`src/sv/mrdd_pkg.sv`:
```
// ----------------------------------------------------------------------------
// mrdd_pkg
// shared codes, widths and types of the multi-resource deadlock detector
// ----------------------------------------------------------------------------
`default_nettype none

package mrdd_pkg;

    // default sizes of the stores
    localparam int MAX_PROCESSES_DEF = 16;
    localparam int MAX_RESOURCES_DEF = 8;

    // field widths
    localparam int KIND_W   = 2;
    localparam int PIDX_W   = 4;
    localparam int RIDX_W   = 3;
    localparam int AMOUNT_W = 8;
    localparam int AV_W     = 13;
    localparam int RIDX_OUT_W = 4;

    // saturation limits of an available value
    localparam int AV_MIN = -4096;
    localparam int AV_MAX = 4095;

    // input item kinds
    localparam logic [KIND_W-1:0] KIND_EXIST = 2'd0;
    localparam logic [KIND_W-1:0] KIND_ALLOC = 2'd1;
    localparam logic [KIND_W-1:0] KIND_REQ   = 2'd2;
    localparam logic [KIND_W-1:0] KIND_RUN   = 2'd3;

    // result kinds
    localparam logic RKIND_STATUS = 1'b0;
    localparam logic RKIND_AVAIL  = 1'b1;

    // configuration register indexes
    localparam int CFG_IDX_W = 2;
    localparam int CFG_DATA_W = 8;
    localparam logic [CFG_IDX_W-1:0] CFG_PCOUNT = 2'd0;
    localparam logic [CFG_IDX_W-1:0] CFG_RCOUNT = 2'd1;

    // configuration widths and reset values
    localparam int PCOUNT_W = 5;
    localparam int RCOUNT_W = 4;
    localparam logic [PCOUNT_W-1:0] PCOUNT_RST = 5'd16;
    localparam logic [RCOUNT_W-1:0] RCOUNT_RST = 4'd8;

    // status of the shared add/subtract unit
    typedef struct packed {
        logic                   neg;
        logic signed [AV_W-1:0] sat;
    } alu_stat_t;

endpackage

`default_nettype wire

```
`src/sv/mrdd_ram.sv`:
```
// ----------------------------------------------------------------------------
// mrdd_ram
// generic single write, single read ram with registered read data
// ----------------------------------------------------------------------------
`default_nettype none

module mrdd_ram #(
    parameter int WIDTH = 8,
    parameter int DEPTH = 128,
    localparam int AW = (DEPTH > 1) ? $clog2(DEPTH) : 1
) (
    input  wire logic             clk,
    input  wire logic             we,
    input  wire logic [AW-1:0]    waddr,
    input  wire logic [WIDTH-1:0] wdata,
    input  wire logic [AW-1:0]    raddr,
    output logic      [WIDTH-1:0] rdata
);

    logic [WIDTH-1:0] mem [DEPTH];

    always_ff @(posedge clk)
    begin
        if (we)
        begin
            mem[waddr] <= wdata;
        end
        rdata <= mem[raddr];
    end

endmodule

`default_nettype wire

```
`src/sv/mrdd_alu.sv`:
```
// ----------------------------------------------------------------------------
// mrdd_alu
// shared add/subtract unit with sign flag and 13-bit saturation
// ----------------------------------------------------------------------------
`default_nettype none

module mrdd_alu
    import mrdd_pkg::*;
#(
    parameter int ACC_W = 14
) (
    input  wire logic signed [ACC_W-1:0]    a,
    input  wire logic        [AMOUNT_W-1:0] b,
    input  wire logic                       sub,
    output logic signed      [ACC_W-1:0]    sum,
    output alu_stat_t                       stat
);

    localparam logic signed [ACC_W-1:0] LO = ACC_W'(AV_MIN);
    localparam logic signed [ACC_W-1:0] HI = ACC_W'(AV_MAX);

    logic signed [ACC_W-1:0] b_ext;

    assign b_ext = signed'(ACC_W'(b));
    assign sum   = sub ? (a - b_ext) : (a + b_ext);

    always_comb
    begin
        stat.neg = sum[ACC_W-1];
        if (sum < LO)
        begin
            stat.sat = AV_W'(LO);
        end
        else if (sum > HI)
        begin
            stat.sat = AV_W'(HI);
        end
        else
        begin
            stat.sat = sum[AV_W-1:0];
        end
    end

endmodule

`default_nettype wire

```
`src/sv/multi_resource_deadlock_detector_core.sv`:
```
// ----------------------------------------------------------------------------
// multi_resource_deadlock_detector_core
// deadlock detection over several resource types with a shared adder
// ----------------------------------------------------------------------------
// load beats (existing, allocation, request) are accepted back to back while
// idle; a run beat keeps busy high through the column sums, then per pass a
// select state for every process and, for an unfinished one, request checks
// up to the first misfit and, if all fit, the allocation return (at most np+1
// passes), then a status result per process and an available result per
// resource; every ram read has a read state and a use state on the shared adder
// results come one per cycle on result_valid and cannot be held off
// reset clears the sequencer, available values and finish marks and sets the
// counts to 16 and 8; the matrices and existing vector keep whatever was written
`default_nettype none

module multi_resource_deadlock_detector_core
    import mrdd_pkg::*;
#(
    parameter int MAX_PROCESSES = MAX_PROCESSES_DEF,
    parameter int MAX_RESOURCES = MAX_RESOURCES_DEF
) (
    input  wire logic                    clk,
    input  wire logic                    rst_n,
    // command channel
    input  wire logic                    start,
    output logic                         busy,
    input  wire logic [KIND_W-1:0]       kind,
    input  wire logic [PIDX_W-1:0]       process_index,
    input  wire logic [RIDX_W-1:0]       resource_index,
    input  wire logic [AMOUNT_W-1:0]     amount,
    // configuration channel
    input  wire logic                    cfg_valid,
    output logic                         cfg_ready,
    input  wire logic [CFG_IDX_W-1:0]    cfg_index,
    input  wire logic [CFG_DATA_W-1:0]   cfg_data,
    // result channel
    output logic                         result_valid,
    output logic                         result_kind,
    output logic [PIDX_W-1:0]            result_index,
    output logic                         deadlocked,
    output logic signed [AV_W-1:0]       available_value,
    output logic                         last
);

    // sizes derived from the store dimensions
    localparam int PW    = (MAX_PROCESSES > 1) ? $clog2(MAX_PROCESSES) : 1;
    localparam int RW    = (MAX_RESOURCES > 1) ? $clog2(MAX_RESOURCES) : 1;
    localparam int DEPTH = MAX_PROCESSES * MAX_RESOURCES;
    localparam int AW    = (DEPTH > 1) ? $clog2(DEPTH) : 1;
    // wide enough for existing minus the full column sum
    localparam int ACC_W = 10 + $clog2(MAX_PROCESSES);

    // sequencer codes
    localparam logic [3:0] ST_IDLE    = 4'd0;
    localparam logic [3:0] ST_SUM_RD  = 4'd1;
    localparam logic [3:0] ST_SUM_USE = 4'd2;
    localparam logic [3:0] ST_PSEL    = 4'd3;
    localparam logic [3:0] ST_CHK_RD  = 4'd4;
    localparam logic [3:0] ST_CHK_USE = 4'd5;
    localparam logic [3:0] ST_ADD_RD  = 4'd6;
    localparam logic [3:0] ST_ADD_USE = 4'd7;
    localparam logic [3:0] ST_OUT_P   = 4'd8;
    localparam logic [3:0] ST_OUT_R   = 4'd9;

    // control state
    logic [3:0]          state_reg, state_next;
    logic [PW-1:0]       p_reg, p_next;
    logic [RW-1:0]       r_reg, r_next;
    logic                changed_reg, changed_next;
    logic [PCOUNT_W-1:0] pcount_reg;
    logic [RCOUNT_W-1:0] rcount_reg;
    logic signed [AV_W-1:0] avail_reg [MAX_RESOURCES];
    logic signed [AV_W-1:0] avail_next [MAX_RESOURCES];
    logic [MAX_PROCESSES-1:0] fin_reg, fin_next;

    // payload registers
    logic signed [ACC_W-1:0] acc_reg, acc_next;
    logic [AMOUNT_W-1:0]     exist_reg [MAX_RESOURCES];

    // output registers
    logic                   rv_reg, rv_next;
    logic                   rk_reg, rk_next;
    logic [PIDX_W-1:0]      ri_reg, ri_next;
    logic                   dl_reg, dl_next;
    logic signed [AV_W-1:0] av_reg, av_next;
    logic                   last_reg, last_next;

    // beat decode
    logic        accept;
    logic        run_go;
    logic [31:0] pi_ext, ri_ext, wr_lin, rd_lin, p_ext, r_ext;
    logic        p_in_range, r_in_range;
    logic        exist_we, alloc_we, req_we;
    logic [AW-1:0] wr_addr, rd_addr;
    logic [AMOUNT_W-1:0] alloc_rdata, req_rdata;

    // active counts, clamped
    logic [31:0]   pc_ext, rc_ext, np_lin, nr_lin;
    logic [PW-1:0] np_last;
    logic [RW-1:0] nr_last;
    logic          p_end, r_end;

    // shared adder
    logic signed [ACC_W-1:0]    alu_a;
    logic        [AMOUNT_W-1:0] alu_b;
    logic                       alu_sub;
    logic signed [ACC_W-1:0]    alu_sum;
    alu_stat_t                  alu_stat;
    logic signed [AV_W-1:0]     avail_cur;

    assign busy      = (state_reg != ST_IDLE);
    assign cfg_ready = 1'b1;
    assign accept    = start && !busy;
    assign run_go    = accept && (kind == KIND_RUN);

    // load addressing; out-of-range indexes are dropped
    assign pi_ext     = 32'(process_index);
    assign ri_ext     = 32'(resource_index);
    assign p_in_range = (pi_ext < 32'(MAX_PROCESSES));
    assign r_in_range = (ri_ext < 32'(MAX_RESOURCES));
    assign wr_lin     = pi_ext * 32'(MAX_RESOURCES) + ri_ext;
    assign wr_addr    = wr_lin[AW-1:0];
    assign exist_we   = accept && (kind == KIND_EXIST) && r_in_range;
    assign alloc_we   = accept && (kind == KIND_ALLOC) && p_in_range && r_in_range;
    assign req_we     = accept && (kind == KIND_REQ) && p_in_range && r_in_range;

    // walk addressing, both matrices read at the same entry
    assign p_ext   = 32'(p_reg);
    assign r_ext   = 32'(r_reg);
    assign rd_lin  = p_ext * 32'(MAX_RESOURCES) + r_ext;
    assign rd_addr = rd_lin[AW-1:0];

    // zero count means one, too large a count means the maximum
    always_comb
    begin
        pc_ext = 32'(pcount_reg);
        rc_ext = 32'(rcount_reg);
        if (pc_ext == 32'd0)
        begin
            np_lin = 32'd0;
        end
        else if (pc_ext > 32'(MAX_PROCESSES))
        begin
            np_lin = 32'(MAX_PROCESSES - 1);
        end
        else
        begin
            np_lin = pc_ext - 32'd1;
        end
        if (rc_ext == 32'd0)
        begin
            nr_lin = 32'd0;
        end
        else if (rc_ext > 32'(MAX_RESOURCES))
        begin
            nr_lin = 32'(MAX_RESOURCES - 1);
        end
        else
        begin
            nr_lin = rc_ext - 32'd1;
        end
    end

    assign np_last = np_lin[PW-1:0];
    assign nr_last = nr_lin[RW-1:0];
    assign p_end   = (p_reg == np_last);
    assign r_end   = (r_reg == nr_last);

    mrdd_ram #(
        .WIDTH (AMOUNT_W),
        .DEPTH (DEPTH)
    ) u_alloc_ram (
        .clk   (clk),
        .we    (alloc_we),
        .waddr (wr_addr),
        .wdata (amount),
        .raddr (rd_addr),
        .rdata (alloc_rdata)
    );

    mrdd_ram #(
        .WIDTH (AMOUNT_W),
        .DEPTH (DEPTH)
    ) u_req_ram (
        .clk   (clk),
        .we    (req_we),
        .waddr (wr_addr),
        .wdata (amount),
        .raddr (rd_addr),
        .rdata (req_rdata)
    );

    assign avail_cur = avail_reg[r_reg];

    // operand selection for the shared adder
    always_comb
    begin
        alu_a   = acc_reg;
        alu_b   = alloc_rdata;
        alu_sub = 1'b1;
        case (state_reg)
            ST_CHK_USE:
            begin
                // request fits when available minus request stays non-negative
                alu_a   = ACC_W'(avail_cur);
                alu_b   = req_rdata;
                alu_sub = 1'b1;
            end
            ST_ADD_USE:
            begin
                // finished process hands its allocation back
                alu_a   = ACC_W'(avail_cur);
                alu_b   = alloc_rdata;
                alu_sub = 1'b0;
            end
            default:
            begin
                // column sum: existing minus each allocation
                alu_a   = acc_reg;
                alu_b   = alloc_rdata;
                alu_sub = 1'b1;
            end
        endcase
    end

    mrdd_alu #(
        .ACC_W (ACC_W)
    ) u_alu (
        .a    (alu_a),
        .b    (alu_b),
        .sub  (alu_sub),
        .sum  (alu_sum),
        .stat (alu_stat)
    );

    // sequencer
    always_comb
    begin
        state_next   = state_reg;
        p_next       = p_reg;
        r_next       = r_reg;
        changed_next = changed_reg;
        acc_next     = acc_reg;
        avail_next   = avail_reg;
        fin_next     = fin_reg;
        rv_next      = 1'b0;
        rk_next      = rk_reg;
        ri_next      = ri_reg;
        dl_next      = dl_reg;
        av_next      = av_reg;
        last_next    = 1'b0;

        unique case (state_reg)
            ST_IDLE:
            begin
                if (run_go)
                begin
                    p_next     = '0;
                    r_next     = '0;
                    fin_next   = '0;
                    state_next = ST_SUM_RD;
                end
            end

            ST_SUM_RD:
            begin
                // first row of a column seeds the accumulator with existing
                if (p_reg == '0)
                begin
                    acc_next = signed'(ACC_W'(exist_reg[r_reg]));
                end
                state_next = ST_SUM_USE;
            end

            ST_SUM_USE:
            begin
                acc_next = alu_sum;
                if (p_end)
                begin
                    avail_next[r_reg] = alu_stat.sat;
                    p_next = '0;
                    if (r_end)
                    begin
                        r_next       = '0;
                        changed_next = 1'b0;
                        state_next   = ST_PSEL;
                    end
                    else
                    begin
                        r_next     = r_reg + 1'b1;
                        state_next = ST_SUM_RD;
                    end
                end
                else
                begin
                    p_next     = p_reg + 1'b1;
                    state_next = ST_SUM_RD;
                end
            end

            ST_PSEL:
            begin
                r_next = '0;
                if (fin_reg[p_reg])
                begin
                    // already finished, move on
                    if (!p_end)
                    begin
                        p_next = p_reg + 1'b1;
                    end
                    else if (changed_reg)
                    begin
                        p_next       = '0;
                        changed_next = 1'b0;
                    end
                    else
                    begin
                        p_next     = '0;
                        state_next = ST_OUT_P;
                    end
                end
                else
                begin
                    state_next = ST_CHK_RD;
                end
            end

            ST_CHK_RD:
            begin
                state_next = ST_CHK_USE;
            end

            ST_CHK_USE:
            begin
                if (alu_stat.neg)
                begin
                    // request does not fit, process stays unfinished this pass
                    r_next = '0;
                    if (!p_end)
                    begin
                        p_next     = p_reg + 1'b1;
                        state_next = ST_PSEL;
                    end
                    else if (changed_reg)
                    begin
                        p_next       = '0;
                        changed_next = 1'b0;
                        state_next   = ST_PSEL;
                    end
                    else
                    begin
                        p_next     = '0;
                        state_next = ST_OUT_P;
                    end
                end
                else if (r_end)
                begin
                    r_next     = '0;
                    state_next = ST_ADD_RD;
                end
                else
                begin
                    r_next     = r_reg + 1'b1;
                    state_next = ST_CHK_RD;
                end
            end

            ST_ADD_RD:
            begin
                state_next = ST_ADD_USE;
            end

            ST_ADD_USE:
            begin
                avail_next[r_reg] = alu_stat.sat;
                if (r_end)
                begin
                    fin_next[p_reg] = 1'b1;
                    r_next          = '0;
                    if (!p_end)
                    begin
                        p_next       = p_reg + 1'b1;
                        changed_next = 1'b1;
                    end
                    else
                    begin
                        // a pass that marked something is followed by another
                        p_next       = '0;
                        changed_next = 1'b0;
                    end
                    state_next = ST_PSEL;
                end
                else
                begin
                    r_next     = r_reg + 1'b1;
                    state_next = ST_ADD_RD;
                end
            end

            ST_OUT_P:
            begin
                rv_next   = 1'b1;
                rk_next   = RKIND_STATUS;
                ri_next   = p_ext[PIDX_W-1:0];
                dl_next   = !fin_reg[p_reg];
                av_next   = '0;
                last_next = 1'b0;
                if (p_end)
                begin
                    p_next     = '0;
                    r_next     = '0;
                    state_next = ST_OUT_R;
                end
                else
                begin
                    p_next = p_reg + 1'b1;
                end
            end

            ST_OUT_R:
            begin
                rv_next   = 1'b1;
                rk_next   = RKIND_AVAIL;
                ri_next   = r_ext[PIDX_W-1:0];
                dl_next   = 1'b0;
                av_next   = avail_cur;
                last_next = r_end;
                if (r_end)
                begin
                    r_next     = '0;
                    state_next = ST_IDLE;
                end
                else
                begin
                    r_next = r_reg + 1'b1;
                end
            end

            default:
            begin
                state_next = ST_IDLE;
            end
        endcase
    end

    // control registers
    always_ff @(posedge clk or negedge rst_n)
    begin
        if (!rst_n)
        begin
            state_reg   <= ST_IDLE;
            p_reg       <= '0;
            r_reg       <= '0;
            changed_reg <= 1'b0;
            fin_reg     <= '0;
            rv_reg      <= 1'b0;
            last_reg    <= 1'b0;
            for (int i = 0; i < MAX_RESOURCES; i++)
            begin
                avail_reg[i] <= '0;
            end
        end
        else
        begin
            state_reg   <= state_next;
            p_reg       <= p_next;
            r_reg       <= r_next;
            changed_reg <= changed_next;
            fin_reg     <= fin_next;
            rv_reg      <= rv_next;
            last_reg    <= last_next;
            avail_reg   <= avail_next;
        end
    end

    // configuration registers
    always_ff @(posedge clk or negedge rst_n)
    begin
        if (!rst_n)
        begin
            pcount_reg <= PCOUNT_RST;
            rcount_reg <= RCOUNT_RST;
        end
        else if (cfg_valid && cfg_ready)
        begin
            unique case (cfg_index)
                CFG_PCOUNT: pcount_reg <= cfg_data[PCOUNT_W-1:0];
                CFG_RCOUNT: rcount_reg <= cfg_data[RCOUNT_W-1:0];
                default:    ;
            endcase
        end
    end

    // payload registers, no reset
    always_ff @(posedge clk)
    begin
        acc_reg <= acc_next;
        rk_reg  <= rk_next;
        ri_reg  <= ri_next;
        dl_reg  <= dl_next;
        av_reg  <= av_next;
        if (exist_we)
        begin
            exist_reg[ri_ext[RW-1:0]] <= amount;
        end
    end

    assign result_valid    = rv_reg;
    assign result_kind     = rk_reg;
    assign result_index    = ri_reg;
    assign deadlocked      = dl_reg;
    assign available_value = av_reg;
    assign last            = last_reg;

endmodule

`default_nettype wire

```
`config.mk`:
```
export PLATFORM = sky130hd
export DESIGN_NAME = multi_resource_deadlock_detector_core
export DESIGN_NICKNAME = d
export VERILOG_FILES = /design/src/sv/mrdd_pkg.sv /design/src/sv/mrdd_ram.sv /design/src/sv/mrdd_alu.sv /design/src/sv/multi_resource_deadlock_detector_core.sv
export SDC_FILE = /design/constraint.sdc
export NUM_CORES = 2
export LEC_CHECK = 0
export ABC_AREA = 0
export BUFFER_PORTS_ARGS = -buffer_cell sky130_fd_sc_hd__clkbuf_2
export CORE_UTILIZATION = 45
export DETAILED_ROUTE_END_ITERATION = 8
export GPL_TIMING_DRIVEN = 1
export PLACE_DENSITY = 0.68
export SYNTH_ARGS = -nofsm -noshare
export SYNTH_HDL_FRONTEND = slang
export SYNTH_SLANG_ARGS = --single-unit
```
`constraint.sdc`:
```
create_clock -name clk -period 9 [get_ports clk]
set_clock_uncertainty 0.05 [all_clocks]
set_input_delay 2.25 -clock clk [delete_from_list [all_inputs] [get_ports clk]]
set_output_delay 2.25 -clock clk [all_outputs]
set_load 0.1 [all_outputs]
```
==> metrics list <==
- Timing would allow up to around 170 MHz.
- Summing internal, switching and leakage power gives ~28000 uW.
* Number of antenna violations at the first check in global routing: 15
- Syn Nets: about 5600
* Placer Congestion: 0.895
- Once placement completed, the tool counted placed cells totaling 7951.
* HP Class: reg2reg
* Total setup buffers inserted after CTS: 0
* Latest clock arrival within the worst-skew pair: 0.88 ns
* Cell internal power dissipation: 18800 uW
- Of all nets on the critical path, the largest fanout is 15.
- Total wire length: 251 mm
- Slew at the pin with the worst max-slew slack: 1.26 ns
- Cell chain of the critical path: nor4bb_4 -> buf_4 -> mux2i_1 -> ha_1 -> o21ai_0 -> a21oi_1 -> xor2_1 -> nor2_1 -> a211oi_1 -> a21oi_1 -> ha_1 -> a21oi_1 -> o21ai_0 -> a221oi_1 -> o41ai_4 -> xor2_2 -> nand2_2 -> nand2_1 -> o21ai_0
- Remaining max-slew budget at the tightest pin: 15.1%
- Number of hold violations in the final report: 0
- Core area: 0.196 mm2
- The Yosys step of the flow raised 0 warnings.
* Setup violation total in the final timing report: 0
* Non-Filler Instances: 8362
* Post-Synthesis Cell Area: 0.0888 mm2
* Top-level port count: 54
- In this run, post-CTS hold repair placed 0 buffers.
- Dividing the final minimum period by the clock period gives 66.7%.
- The run finished with clean final reports.
- DPL Wire Length: approximately 140 mm
* Cell variety after synth: 87
- After clock tree synthesis, the repair step resized 0 gates.
- The clock passes through at most 3 buffers.
* Worst path bufs/invs: 1
- TritonCTS clock tree: done
- Clock group share of total power: between 30 and 40%
* Y dimension of the die: 446 um
* DRT antenna net count: 0
* Iteration count of the initial detailed-routing pass: 8
- Clock-pin slew was measured on the worst setup and hold paths at around 0.060 ns.
- Buffers inserted during clock tree synthesis total 219.
* DRC errors left: 0
- CTS built an H-tree with a depth of 4.
* Crit path largest cell delay: 0.74 ns
- Sequential cells account for 44.1% of the total power.
- The most used flip-flop cell after synthesis is sky130_fd_sc_hd__edfxtp_1.
* Mean routed wirelength per cell: 30.1 um
- The critical path is of the reg2reg type.
* Synthesized netlist cell count: between 5000 and 6000
* CTS Sinks: roughly 2300
- The share of the Yosys chip area taken by registers is 76.9%.
- Summed over all layers, the global routing overflow is 0.
- Critical Path Start Type: flip-flop
- Share of layout cells above drive strength 1: 10.9%
- Across the run, the number of max-cap violations was 0.
- CTS Root Cell: sky130_fd_sc_hd__clkbuf_16
- Cell types with the highest counts after synthesis: sky130_fd_sc_hd__edfxtp_1, sky130_fd_sc_hd__a22oi_1, sky130_fd_sc_hd__nor2_1
- Most area-hungry cell type in the Yosys netlist: sky130_fd_sc_hd__edfxtp_1
* GRT Resource Usage Total: 24.8%
- Share of async-settable or async-resettable flops after synthesis: 6.21%
* EDFF count, synth: around 2100
- The tightest hold path in the finished design has a slack of 0.432 ns.
- Pin count of the biggest net entering global routing: 163
- The analysis attributes to net switching a power of 8960 uW.
- Power share of the combinational group: 23.8%
- The number of global-route vias before repair came to 50800.
- In this run switching power makes up between 30% and 40% of total power.
* Total vias in the final route: about 53000
- The die is roughly 450 um wide.
- P_leak: ~0.03 uW
- Library cell with the highest instance count after synthesis: sky130_fd_sc_hd__edfxtp_1
- The average instance in the mapped netlist occupies roughly 16 um2.
- Count of state elements after synthesis: 2304
- Kind of cell adding the most delay to the critical path: compound AO/OA/AOI/OAI gates
- In the post-synthesis netlist, the biggest area contributors are sky130_fd_sc_hd__edfxtp_1, sky130_fd_sc_hd__a22oi_1, sky130_fd_sc_hd__dfrtp_1, sky130_fd_sc_hd__nor2_1, sky130_fd_sc_hd__a22o_1.
- First-pass GRT wire length: between 300 and 400 mm
- Data arrival time of the worst path: between 6 and 7 ns
- Buffers placed on the I/O ports in this run total 49.
- # nets final: 5601
- Area added between synthesis and finish: 11.2%
- Fill cells in the final layout number 15800.
- Pins over their slew limit: 0
- Total Die Area: approximately 0.2 mm2
* Final period demand of the worst path: 6.01 ns
* Unrepaired setup endpoints after global routing: no
- Cell type of the slowest stage on the worst timing path: sky130_fd_sc_hd__xor2_2
* Initial cell density of the core: 45.4%
- Post-route setup TNS: 0 ns
* Max rail drop VDD: roughly 0.23 mV
* Placement row count: around 160
* Area share of the leading cell type in the synthesized netlist: between 70 and 80%
* Required @ worst endpoint: 9.63 ns
* Initial drt markers: 8055
* Vias/cell: 6.36
* Sort of element at the end of the critical path: flip-flop
- Dividing total power by cell area gives a power density of 281 mW/mm2.
==> cell usage in the layout (no fill, tap or decap), types with 10 or more instances in the layout <==
cell                           n
sky130_fd_sc_hd__a21oi_1     216
sky130_fd_sc_hd__bufinv_16    11
sky130_fd_sc_hd__nor2_1      410
sky130_fd_sc_hd__dfxtp_1      16
sky130_fd_sc_hd__nand2b_1     10
sky130_fd_sc_hd__clkbuf_1     65
sky130_fd_sc_hd__inv_1        20
sky130_fd_sc_hd__a221o_1      11
sky130_fd_sc_hd__clkbuf_2     40
sky130_fd_sc_hd__o31ai_1      19
sky130_fd_sc_hd__nand2_1     301
sky130_fd_sc_hd__o21ai_0     255
sky130_fd_sc_hd__clkbuf_8     11
sky130_fd_sc_hd__clkinv_1     52
sky130_fd_sc_hd__a31oi_1      49
sky130_fd_sc_hd__a221oi_1    145
sky130_fd_sc_hd__o211ai_1     50
sky130_fd_sc_hd__mux2i_1      89
sky130_fd_sc_hd__buf_12       12
sky130_fd_sc_hd__ha_1         21
sky130_fd_sc_hd__buf_4        94
sky130_fd_sc_hd__clkinv_2     35
sky130_fd_sc_hd__a22o_1      146
sky130_fd_sc_hd__mux4_2       36
sky130_fd_sc_hd__o22ai_1      39
sky130_fd_sc_hd__dfrtp_1     136
sky130_fd_sc_hd__edfxtp_1   2145
sky130_fd_sc_hd__nand3_1      80
sky130_fd_sc_hd__mux2_2       82
sky130_fd_sc_hd__xnor2_1      14
sky130_fd_sc_hd__a22oi_1     542
sky130_fd_sc_hd__o21ai_1      11
sky130_fd_sc_hd__nor2b_1      14
sky130_fd_sc_hd__nand4_1     113
sky130_fd_sc_hd__clkbuf_16   220
sky130_fd_sc_hd__xor2_1       10
sky130_fd_sc_hd__a211oi_1     18
==> layer usage <==
layer | global-route usage [%] | vias up | wire (um)
li1 | - | 22300 | -
met5 | 0 | - | 166
met1 | 34.6 | 26900 | 96700
met4 | 9.37 | 20 | 9730
met3 | 6.03 | 563 | 30600
met2 | 37.8 | 3434 | 114000
==> layout make-up <==
class / count / area [um2] / share of cell area (%)
Antenna cell: 7 / 17.5 / 0.0177
Clock buffer: 288 / 5790 / 5.86
Clock inverter: 116 / 1090 / 1.10
Inverter: 23 / 87.6 / 0.0887
Multi-Input combinational cell: 2845 / 18900 / 19.1
Sequential cell: 2304 / 68300 / 69.2
Tap cell: 2624 / 3280 / 3.32
Timing Repair Buffer: 155 / 1270 / 1.28
==> cells by family after synthesis <==
logic type | share of synthesized area (%)
other cells | 0.00422
fa+ha+maj | 0.400
compound gates | 12.3
buf+inv | 2.00
mux | 2.95
flops | 76.9
xor+xnor | 0.273
simple gates | 5.18
==> power by group through the flow <==
stage	Clock, uW	Combinational [uW]	Sequential, uW
5_1_grt	9380	6940	12200
4_1_cts	8950	6450	12200
2_1_floorplan	0	3960	12400
6_report	8910	6590	12200
3_3_place_gp	0	6360	12400
3_5_place_dp	0	6440	12400
==> stage by stage <==
stage / worst slack, ns / util [%] / area [um2]
CTS: 3.03 / 50.5 / 98700
detailed placement: 2.97 / 47.0 / 91900
floorplan: 3.93 / - / 88800
global route: 2.46 / 50.5 / 98700
global placement: 3.00 / 47.0 / 91900
finish: 2.99 / 50.5 / 98800
==> worst register-to-register path, delay by kind of cell (launching register included) <==
kind                     cells  cell delay (ns)
flip-flops                   1             0.61
multiplexers                 1             0.21
buffers and inverters        1             0.30
AND/OR/NAND/NOR              4             1.06
XOR/XNOR                     2             0.92
adder cells (fa/ha/maj)      2             0.63
AO/OA/AOI/OAI                9             2.06
==> final timing paths <==
path                               start       endpoint  slack, ns  cells after the start
setup / recovery            state_reg[2]  avail_reg[68]       2.99                     19
hold / removal             avail_reg[61]  avail_reg[61]       0.43                      2
setup reg to reg            state_reg[2]  avail_reg[68]       2.99                     19
hold reg to reg            avail_reg[61]  avail_reg[61]       0.43                      2
max in group asynchronous          rst_n       p_reg[1]       6.00                      2
min in group asynchronous          rst_n  avail_reg[19]       1.32                      1
Note: power is estimated with default switching activity, not from simulation.
